[src/rtl/core/lfgg_pkg.sv]
`default_nettype none
// ----------------------------------------------------------------------------
// LED frame gradient generator package
// Transaction types and frame constants shared by the generator.
// ----------------------------------------------------------------------------
package lfgg_pkg;

    localparam int unsigned FRAME_LEN  = 12;
    localparam int unsigned BYTE_IDX_W = $clog2(FRAME_LEN);

    localparam logic [BYTE_IDX_W-1:0] IDX_BRIGHT = BYTE_IDX_W'(4);
    localparam logic [BYTE_IDX_W-1:0] IDX_BLUE   = BYTE_IDX_W'(5);
    localparam logic [BYTE_IDX_W-1:0] IDX_GREEN  = BYTE_IDX_W'(6);
    localparam logic [BYTE_IDX_W-1:0] IDX_RED    = BYTE_IDX_W'(7);
    localparam logic [BYTE_IDX_W-1:0] IDX_LAST   = BYTE_IDX_W'(FRAME_LEN - 1);

    localparam logic [7:0] START_BYTE  = 8'h00;
    localparam logic [7:0] END_BYTE    = 8'hFF;
    localparam logic [2:0] BRIGHT_MARK = 3'b111;
    localparam logic [7:0] FULL        = 8'hFF;

    // Wheel cursor codes: which component is rising
    localparam logic [1:0] CUR_RED   = 2'd0;
    localparam logic [1:0] CUR_GREEN = 2'd1;
    localparam logic [1:0] CUR_BLUE  = 2'd2;
    localparam logic [1:0] CUR_NONE  = 2'd3;

    localparam logic ACT_GIVEN    = 1'b0;
    localparam logic ACT_GRADIENT = 1'b1;

    typedef struct packed {
        logic       action;
        logic [7:0] red;
        logic [7:0] green;
        logic [7:0] blue;
        logic [4:0] level;
    } req_t;

    typedef struct packed {
        logic [7:0] frame_byte;
        logic       last_byte;
    } rsp_t;

endpackage
`default_nettype wire

[src/rtl/core/led_frame_gradient_generator.sv]
`default_nettype none
// ----------------------------------------------------------------------------
// LED frame gradient generator
// Emits one 12-byte APA102 frame per request, with an optional color wheel.
// ----------------------------------------------------------------------------
// Each request transaction yields twelve response transactions: four 0x00
// start bytes, 0xE0 | level, blue, green, red, then four 0xFF end bytes, with
// last_byte set on the twelfth. Action 1 sends the stored wheel color and
// steps the wheel when the request is taken. The frame byte counter emits one
// byte per cycle while the response side does not stall; the next request is
// accepted in the cycle the last byte of the current frame moves into the
// output register.
module led_frame_gradient_generator
    import lfgg_pkg::*;
(
    input  wire logic clk,
    input  wire logic rst_n,
    input  wire logic req_valid,
    output logic      req_ready,
    input  wire req_t req,
    output logic      rsp_valid,
    input  wire logic rsp_ready,
    output rsp_t      rsp
);

    logic                  busy_reg,   busy_next;
    logic [BYTE_IDX_W-1:0] idx_reg,    idx_next;
    logic [7:0]            red_reg,    red_next;
    logic [7:0]            green_reg,  green_next;
    logic [7:0]            blue_reg,   blue_next;
    logic [4:0]            level_reg,  level_next;
    logic [7:0]            wred_reg,   wred_next;
    logic [7:0]            wgreen_reg, wgreen_next;
    logic [7:0]            wblue_reg,  wblue_next;
    logic [1:0]            cursor_reg, cursor_next;
    logic                  rsp_valid_reg, rsp_valid_next;
    rsp_t                  rsp_reg,    rsp_next;

    logic       out_load;
    logic       req_take;
    logic [7:0] probe;
    logic [1:0] cursor_mv;
    logic [7:0] byte_sel;

    assign out_load  = busy_reg && (!rsp_valid_reg || rsp_ready);
    assign req_ready = !busy_reg || (out_load && (idx_reg == IDX_LAST));
    assign req_take  = req_valid && req_ready;
    assign rsp_valid = rsp_valid_reg;
    assign rsp       = rsp_reg;

    // Wheel step
    always_comb
    begin
        case (cursor_reg)
            CUR_GREEN: probe = wgreen_reg;
            CUR_BLUE:  probe = wblue_reg;
            default:   probe = wred_reg;
        endcase

        cursor_mv = cursor_reg;
        if (probe == FULL)
        begin
            case (cursor_reg)
                CUR_RED:   cursor_mv = CUR_GREEN;
                CUR_GREEN: cursor_mv = CUR_BLUE;
                CUR_BLUE:  cursor_mv = CUR_RED;
                default:   cursor_mv = CUR_GREEN;
            endcase
        end

        wred_next   = wred_reg;
        wgreen_next = wgreen_reg;
        wblue_next  = wblue_reg;
        cursor_next = cursor_reg;
        if (req_take && (req.action == ACT_GRADIENT))
        begin
            cursor_next = cursor_mv;
            case (cursor_mv)
                CUR_RED:
                begin
                    wred_next  = wred_reg + 8'd1;
                    wblue_next = wblue_reg - 8'd1;
                end
                CUR_GREEN:
                begin
                    wgreen_next = wgreen_reg + 8'd1;
                    wred_next   = wred_reg - 8'd1;
                end
                CUR_BLUE:
                begin
                    wblue_next  = wblue_reg + 8'd1;
                    wgreen_next = wgreen_reg - 8'd1;
                end
                default: ; // stuck cursor: no color change
            endcase
        end
    end

    // Frame byte select
    always_comb
    begin
        case (idx_reg)
            4'd0, 4'd1, 4'd2, 4'd3: byte_sel = START_BYTE;
            IDX_BRIGHT: byte_sel = {BRIGHT_MARK, level_reg};
            IDX_BLUE:   byte_sel = blue_reg;
            IDX_GREEN:  byte_sel = green_reg;
            IDX_RED:    byte_sel = red_reg;
            default:    byte_sel = END_BYTE;
        endcase
    end

    always_comb
    begin
        busy_next      = busy_reg;
        idx_next       = idx_reg;
        red_next       = red_reg;
        green_next     = green_reg;
        blue_next      = blue_reg;
        level_next     = level_reg;
        rsp_valid_next = rsp_valid_reg;
        rsp_next       = rsp_reg;

        if (rsp_valid_reg && rsp_ready)
            rsp_valid_next = 1'b0;

        if (out_load)
        begin
            rsp_valid_next      = 1'b1;
            rsp_next.frame_byte = byte_sel;
            rsp_next.last_byte  = (idx_reg == IDX_LAST);
            idx_next            = idx_reg + BYTE_IDX_W'(1);
            if (idx_reg == IDX_LAST)
                busy_next = 1'b0;
        end

        if (req_take)
        begin
            busy_next  = 1'b1;
            idx_next   = '0;
            level_next = req.level;
            if (req.action == ACT_GRADIENT)
            begin
                red_next   = wred_reg;
                green_next = wgreen_reg;
                blue_next  = wblue_reg;
            end
            else
            begin
                red_next   = req.red;
                green_next = req.green;
                blue_next  = req.blue;
            end
        end
    end

    always_ff @(posedge clk or negedge rst_n)
    begin
        if (!rst_n)
        begin
            busy_reg      <= 1'b0;
            idx_reg       <= '0;
            rsp_valid_reg <= 1'b0;
            wred_reg      <= FULL;
            wgreen_reg    <= 8'd0;
            wblue_reg     <= 8'd0;
            cursor_reg    <= CUR_GREEN;
        end
        else
        begin
            busy_reg      <= busy_next;
            idx_reg       <= idx_next;
            rsp_valid_reg <= rsp_valid_next;
            wred_reg      <= wred_next;
            wgreen_reg    <= wgreen_next;
            wblue_reg     <= wblue_next;
            cursor_reg    <= cursor_next;
        end
    end

    always_ff @(posedge clk)
    begin
        red_reg   <= red_next;
        green_reg <= green_next;
        blue_reg  <= blue_next;
        level_reg <= level_next;
        rsp_reg   <= rsp_next;
    end

endmodule
`default_nettype wire

[config.mk]
export PLATFORM = sky130hd
export DESIGN_NAME = led_frame_gradient_generator
export DESIGN_NICKNAME = d
export VERILOG_FILES = /design/src/rtl/core/lfgg_pkg.sv /design/src/rtl/core/led_frame_gradient_generator.sv
export SDC_FILE = /design/constraint.sdc
export NUM_CORES = 1
export LEC_CHECK = 0
export BUFFER_PORTS_ARGS = -buffer_cell sky130_fd_sc_hd__buf_2
export CAP_MARGIN = 20
export CORE_UTILIZATION = 33
export DETAILED_ROUTE_END_ITERATION = 8
export SETUP_SLACK_MARGIN = 0.4
export SLEW_MARGIN = 20
export SYNTH_ARGS = -nofsm -noshare
export SYNTH_HDL_FRONTEND = slang
export SYNTH_SLANG_ARGS = --single-unit
[constraint.sdc]
create_clock -name clk -period 5.4 [get_ports clk]
set_input_delay 0.27 -clock clk [delete_from_list [all_inputs] [get_ports clk]]
set_output_delay 0.27 -clock clk [all_outputs]
set_load 0.01 [all_outputs]
# ---- Word-level counts from Yosys, hierarchy flattened
# Cells that the tools add are included.
dict set report op_classes {
  addsub 7
  mul 0
  n_div 0
  magnitude_cmp 0
  eq_ne 13
  shift 0
  mux 17
  n_bitwise 0
  reduce_logical 22
}
# op n
set ops {}
lappend ops {{one-hot mux 8 bit (2 select lines)} 4}
lappend ops {{one-hot mux 8 bit (5 select lines)} 1}
lappend ops {{adder 8 x 1 -> 8 bit (second input constant)} 3}
lappend ops {{two-way mux 8 bit} 3}
lappend ops {{subtractor 8 x 1 -> 8 bit (second input constant)} 3}
lappend ops {{== test 4 x 3 -> 1 bit (second input constant)} 4}
lappend ops {{nonzero test 2 bit} 6}
lappend ops {{== test 4 x 2 -> 1 bit (second input constant)} 2}
lappend ops {{== test 8 bit (second input constant)} 1}
lappend ops {{two-way mux 4 bit} 2}
lappend ops {{AND reduction 2 bit} 4}
lappend ops {{logical AND 1 bit} 5}
lappend ops {{two-way mux 1 bit} 5}
lappend ops {{adder 4 x 1 -> 4 bit (second input constant)} 1}
lappend ops {{== test 2 x 1 -> 1 bit (second input constant)} 2}
lappend ops {{== test 2 bit (second input constant)} 2}
lappend ops {{== test 4 x 1 -> 1 bit (second input constant)} 1}
lappend ops {{== test 4 bit (second input constant)} 1}
lappend ops {{zero test 4 bit} 1}
lappend ops {{one-hot mux 2 bit (2 select lines)} 1}
lappend ops {{OR reduction 4 bit} 1}
lappend ops {{zero test 1 bit} 2}
lappend ops {{zero test 2 bit} 1}
lappend ops {{logical OR 1 bit} 2}
lappend ops {{two-way mux 2 bit} 1}
dict set report totals {
  reg_bits 70
  latchBits 0
  ram_bits 0
  rom_bits 0
  in_bits 34
  output_inout_bits 11
  word_cells 72
  memories 0
}

# ---- Longest topological paths before layout
# Gate-level depths: netlist of the first run.
dict set report depth {
  depth_word 8
  depth_mapped 18
  mapped_depth_nobuf 18
}

# ---- Worst setup path after synthesis of the first run
# No wires, ideal clock.
dict set report synth_timing {
  kind {register -> register}
  from {register cursor_reg[0]}
  to {register wblue_reg[7]}
  setup_ns 0.126
  t_arrival_ns 3.821
  required_time_ns 5.274
  setup_slack_ns 1.453
  path_stages_with_launch 18
  n_path_buf 0
  synth_period_minus_slack_ns 3.947
  path_cell_list {dfstp_2 inv_1 ha_1 inv_1 or4_4 a21bo_2 o21a_1 inv_1 ha_1 inv_1 ha_1 a21o_1 a21oi_1 o21ai_0 o41ai_1 xnor2_1 nor2_1 xor2_1}
}
dict set report synth_via {
  elab_chain_cells 7
  elab_cells_between_ends 11
  cone_classes {eq/ne: 4; mux: 4; reduce/logical: 3}
}
# element line_no
set synth_lines {}
lappend synth_lines {{start, declared} led_frame_gradient_generator.sv:35} ;# logic [1:0] cursor_reg, cursor_next;
lappend synth_lines {{start signal, assigned} led_frame_gradient_generator.sv:176} ;# cursor_reg <= cursor_next;
lappend synth_lines {{== test 2 bit / == test 2 x 1 -> 1 bit (equally long branches)} {led_frame_gradient_generator.sv:54, led_frame_gradient_generator.sv:63}}
lappend synth_lines {{one-hot mux 8 bit (2 select lines)} led_frame_gradient_generator.sv:54} ;# case (cursor_reg)
lappend synth_lines {{== test 8 bit} led_frame_gradient_generator.sv:61} ;# if (probe == FULL)
lappend synth_lines {{two-way mux 2 bit (*)} led_frame_gradient_generator.sv:61}
lappend synth_lines {{named net cursor_mv[1]} led_frame_gradient_generator.sv:42} ;# logic [1:0] cursor_mv;
lappend synth_lines {{== test 2 bit / zero test 2 bit (equally long branches)} led_frame_gradient_generator.sv:78} ;# case (cursor_mv)
lappend synth_lines {{nonzero test 2 bit (no line)} n/a}
lappend synth_lines {{AND reduction 2 bit (no line)} n/a}
lappend synth_lines {{end signal, assigned} led_frame_gradient_generator.sv:175} ;# wblue_reg <= wblue_next;
lappend synth_lines {{end, declared} led_frame_gradient_generator.sv:34} ;# logic [7:0] wblue_reg, wblue_next;
# Mark *: on every way through the listed nets, which the timed path passes. The rest lies on a longest branch.
# A chain may end at the register's enable or synchronous reset.

# ---- Final worst setup path of the first run
# Same ends and word-level chain as after synthesis.

==> results of run 1 <==
-- synth_stat cells (8+ instances only) --
library cell and instances:
edfxtp_1 38, nand2_1 32, mux2_2 27, dfrtp_1 23
ha_1 22, o21ai_0 20, a22oi_1 19, nor2_1 17
xor2_1 15, a21o_1 14, a21oi_1 14, clkbuf_1 12
inv_1 12, xnor2_1 11, dfstp_2 9, nand3_1 8
-- worst max-delay path, delay by kind of cell, from the launching register on --
family	cells	cell delay, ns
adder cells (fa/ha/maj)	3	0.97
AO/OA/AOI/OAI	6	1.24
buffers and inverters	4	0.45
XOR/XNOR	2	0.33
AND/OR/NAND/NOR	2	0.65
flip-flops	1	0.58
-- power by group --
group / leakage [nW] / switching, W / internal [W]
Sequential: 0.728 / 0.000135 / 0.000700
Combinational: 1.11 / 0.000369 / 0.000340
Clock: 0.165 / 0.000222 / 0.000430
-- kinds of logic after synthesis --
logic type               count (synthesis)  synth area share [%]
adder cells (fa/ha/maj)                 24                 7.732
AND/OR/NAND/NOR                         87                 10.80
multiplexers                            29                 8.254
buffers and inverters                   33                 3.989
flip-flops                              70                 47.90
XOR/XNOR                                26                 5.585
AO/OA/AOI/OAI                           94                 15.74
-- metrics by stage --
step	instance area (sq um)	setup slack [ns]	power, W	hold WS, ns
3_5_place_dp	4372	1.091	0.001546	0.4094
4_1_cts	4705	1.063	0.002210	0.05644
2_1_floorplan	4078	1.453	0.001361	-0.02559
3_3_place_gp	4372	1.181	0.001532	0.4020
5_1_grt	4705	0.7588	0.002343	0.09153
6_report	4705	1.073	0.002195	0.03190
-- area by class of cell --
cell class	instances	area [sq um]
Clock inverter	6	82.58
Multi-Input combinational cell	260	1962
Sequential cell	70	1953
Inverter	12	45.04
Clock buffer	10	250.2
Timing Repair Buffer	45	227.7
Tap cell	147	183.9
Fill cell	1151	7307
-- path summary, 6_finish.rpt --
check,from,to,slack [ns],cells after the start
max in group asynchronous,rst_n,idx_reg[3],4.86,1
max,cursor_reg[0],wblue_reg[7],1.07,17
min reg2reg,busy_reg,rsp_valid,0.46,1
min in group clk,req[4],level_reg[4],0.12,1
min,rst_n,rsp_valid,0.03,1
max reg2reg,cursor_reg[0],wblue_reg[7],1.07,17
-- routing by layer --
| layer | vias up | wire (um) | part of all wire, % |
|---|---|---|---|
| met2 | 60 | 4332 | 48 |
| met5 | - | 0 | 0 |
| li1 | 1406 | - | - |
| met4 | 0 | 123 | 1.4 |
| met1 | 1358 | 4289 | 48 |
| met3 | 10 | 249 | 2.8 |
==> out/qor.csv, run 1 <==
metric,value,unit
status,"finished, final reports clean",
grt met2 use,24.17,%
routed vias/inst,5.153,
Global Route met3 Usage,2.999,%
ys flop type,edfxtp_1,
Post-layout nets,456,
die height,113.2,um
GRT busiest layer,met2,
Synth area leader,edfxtp_1,
Final period util,80.13,%
Critical Path Max Stage Delay,0.58,ns
TritonCTS Buffers,9,
via count,2834,
I/O pin total,45,
cell seen most often among critical-path stages,inv_1,
GRT Total Usage,14.78,%
relative slew slack,46.60,%
Critical Path RT,5.61,ns
CP Data Arrival Time,4.54,ns
max-slew violations,0,
initial DRC count,219,
Syn Nets,421,
Routed Antenna Nets,0,
die area,0.01281,sq mm
critical path type,reg2reg,
Hold Path Class,in2async,
worst-path fanout max,9,
Post-CTS Resized,0,
Max Root-Sink Buffers,2,
DP Cell Count,534,
Synth top area share,27.98,%
# rows,40,
clk slew on worst S/H paths,0.06,ns
Yosys warning total,0,
Synth Cell Area,0.004078,sq mm
area delta synth->final,15.37,%
detailed placement HPWL,6347,um
Final Util,39.17,%
final hold violations,0,
RSZ-0062 raised after global routing,false,
"commonest non-fill, non-tap cell in the layout",buf_2,
grt ovf,0,
Starting Density,33.95,%
number of synthesized flops with an enable pin,38,
final RePlAce weighted congestion,0.8377,
measured slew at the worst slew-check pin,0.8010,ns
Final setup viols,0,
Yosys cell types,56,
Worst Skew,0.003369,ns
Port Buffer Count,44,
most frequent cells in the layout,"buf_2, edfxtp_1, nand2_1",
initial antenna violation count,0,
cell breakdown of the critical path,inv_1 -> ha_1 -> inv_1 -> or4_4 -> a21bo_2 -> o21a_1 -> inv_1 -> ha_1 -> inv_1 -> ha_1 -> a21o_1 -> a21oi_1 -> o21ai_0 -> o41ai_1 -> xnor2_1 -> nor2_1 -> xor2_1,
max reg flops,9,
met1 global-route usage,19.44,%
pin count of the biggest net entering global routing,33,
H-tree depth,3,
DR WL/cell,16.35,um
global-route wire length before repair,14470,um
Lkg Pwr,2.005,nW
Startpoint Class,flop,
sequential area share after synthesis,47.90,%
hold bufs inserted after CTS,0,
maxcap violations,0,
root buf cell,clkbuf_16,
Core Footprint,0.01201,sq mm
clk sinks,70,
Pwr Density,466.6,mW/mm^2
first drt pass iteration count,7,
FMAX,231.1,MHz
worst-skew pair later-pin latency,0.33,ns
Crit-path slowest cell,dfstp_2,
n_diodes,0,
#FFs+latches synth,70,
postcts setup bufs,0,
Synth area leaders,"edfxtp_1, dfrtp_1, mux2_2, ha_1, dfstp_2",
syn avg cell area,11.23,sq um
CP Capture Type,flop,
routed wire length,8995,um
DRC errors left,0,
share of layout cells above drive strength 1,26.80,%
Synth Instances,363,
Finished Layout Cells,550,
"FFs w/ async S/R, synth",45.71,%
vias in the first global route,2767,
peak supply drop,0.0001797,V
setup TNS,0,ns
Final min period,4.327,ns
TritonCTS clock tree,done,
Die W,113.2,um
(Power assumes the default switching activity.)
==> run 2, diff against run 1 <==
clock period = 4 ns   (was 5.4 ns; I/O delays follow)
==> run 2 against run 1 <==
Die area is the same. Critical path type unchanged. First-iteration DRC count up 27%. Utilization up 2.4 points. Cell count increased by 2.9%. Maximum frequency rose by 23%. Setup slack got worse by 0.60 ns. Cell area increased by 6.0%. Wire length grew 4.7%. Sequential share of layout area shrank 2.3 points. Flip-flop and latch count unchanged. Clock power increased by 22%. Largest power group is now combinational cells.
==> out/qor.csv, run 2 (same netlist as run 1, synthesis figures left out) <==
metric,value,unit
Final min period,3.527,ns
status,"finished, final reports clean",
NetSw,0.001076,W
DP Cell Count,539,
DR WL/cell,16.64,um
switching portion of total power,34.86,%
Worst Skew,0.01344,ns
clk sinks,70,
area delta synth->final,22.34,%
routed wire length,9416,um
max-slew violations,0,
relative slew slack,44.91,%
post-route worst setup slack,0.4726,ns
peak supply drop,0.0002250,V
H-tree depth,3,
cell breakdown of the critical path,inv_2 -> ha_4 -> inv_2 -> or4_4 -> a21bo_4 -> o21a_4 -> inv_2 -> ha_4 -> inv_8 -> ha_4 -> a21o_1 -> a21oi_2 -> o21ai_2 -> o41ai_2 -> xnor2_1 -> nor2_1 -> xor2_1,
Lkg Pwr,2.067,nW
Die W,113.2,um
max reg flops,9,
most frequent cells in the layout,"buf_2, edfxtp_1, nand2_1",
share of layout cells above drive strength 1,36.04,%
final hold violations,0,
die area,0.01281,sq mm
Port Buffer Count,44,
Routed Antenna Nets,0,
Gate power share,37.4,%
Starting Density,33.95,%
initial DRC count,279,
initial antenna violation count,0,
Post-layout nets,472,
pin count of the biggest net entering global routing,34,
grt ovf,0,
TritonCTS Buffers,9,
root buf cell,clkbuf_16,
I/O pin total,45,
die height,113.2,um
# rows,40,
TritonCTS clock tree,done,
worst-skew pair later-pin latency,0.34,ns
Fillers,1095,
first drt pass iteration count,4,
multi-input logic area,0.002150,sq mm
Core Footprint,0.01201,sq mm
worst-path fanout max,8,
Critical Path RT,4.22,ns
Int Pwr,0.002010,W
clk slew on worst S/H paths,0.06,ns
measured slew at the worst slew-check pin,0.8264,ns
"delay-heaviest family, CP",compound AO/OA/AOI/OAI gates,
RSZ-0062 raised after global routing,true,
pre-CTS WS,0.1672,ns
Final period util,88.19,%
FMAX,283.5,MHz
routed vias/inst,5.208,
Clk network pwr share,25.7,%
CP Capture Type,flop,
Final setup viols,0,
Crit-path slowest cell,dfstp_2,
via count,2948,
Finished Layout Cells,566,
n_diodes,0,
buffer and inverter count on the worst path,4,
Startpoint Class,flop,
FF+latch area,0.001954,sq mm
setup TNS,0,ns
maxcap violations,0,
Hold Path Class,in2reg,
Pwr Density,618.7,mW/mm^2
final RePlAce weighted congestion,0.8673,
CP Data Arrival Time,3.75,ns
detailed placement HPWL,6500,um
Max Root-Sink Buffers,2,
Critical Path Max Stage Delay,0.58,ns
global-route wire length before repair,15140,um
GRT Total Usage,15.58,%
"commonest non-fill, non-tap cell in the layout",buf_2,
DRC errors left,0,
vias in the first global route,2934,
critical path type,reg2reg,
Seq pwr share,36.9,%
## run 2: worst paths after layout
path / from / to / slack (ns) / cells past startpoint
max in group asynchronous: rst_n / cursor_reg[1] / 2.92 / 2
min: req[1] / level_reg[1] / 0.04 / 1
max reg2reg: cursor_reg[0] / wblue_reg[7] / 0.47 / 17
min reg2reg: busy_reg / rsp_valid / 0.48 / 1
max: cursor_reg[0] / wblue_reg[7] / 0.47 / 17
min in group asynchronous: rst_n / wgreen_reg[3] / 0.51 / 2
## run 2: repair_timing
action,in CTS,in global routing
gates resized for setup,13,19
hold buffers,1,0
endpoints found under the setup margin,6,9
hold endpoints to repair,10,0
setup buffers,6,4
pin swaps,10,17
## run 2: power groups by stage
stage,sequential [W],clock [W],combinational (W)
2_1_floorplan,0.00108,0,0.000777
6_report,0.00114,0.000794,0.00115
4_1_cts,0.00113,0.000807,0.00107
5_1_grt,0.00116,0.000840,0.00132
3_5_place_dp,0.00114,0,0.000974
3_3_place_gp,0.00113,0,0.000957
## run 2: layer usage
metal | up-vias | wire length [um] | track usage (%) | share of wire (%)
met5 | - | 0 | 0 | 0
met4 | 0 | 188 | 6.754 | 2.0
met3 | 14 | 527 | 3.535 | 5.6
met2 | 100 | 4678 | 25.52 | 50
met1 | 1397 | 4021 | 19.73 | 43
li1 | 1437 | - | - | -
## run 2: area by class of cell
cell class,instances,share of cell area (%)
clock buffers,9,4.515
clock inverters,7,1.455
inverters,12,1.053
multi-input cells,260,43.09
flip-flops and latches,70,39.18
well taps,147,3.687
repair buffers,61,7.023
## run 2: stage by stage
stage                     cell area, sq um  hold WS, ns  total power [W]  util (%)
after CTS                             4857      0.03055         0.003003     40.44
final                                 4989      0.03985         0.003086     41.53
after floorplan                       4104     -0.09559         0.001853         -
after global routing                  4989      0.03283         0.003316     41.53
after detailed placement              4434       0.3516         0.002110     36.92
after global placement                4434       0.3449         0.002085     36.92
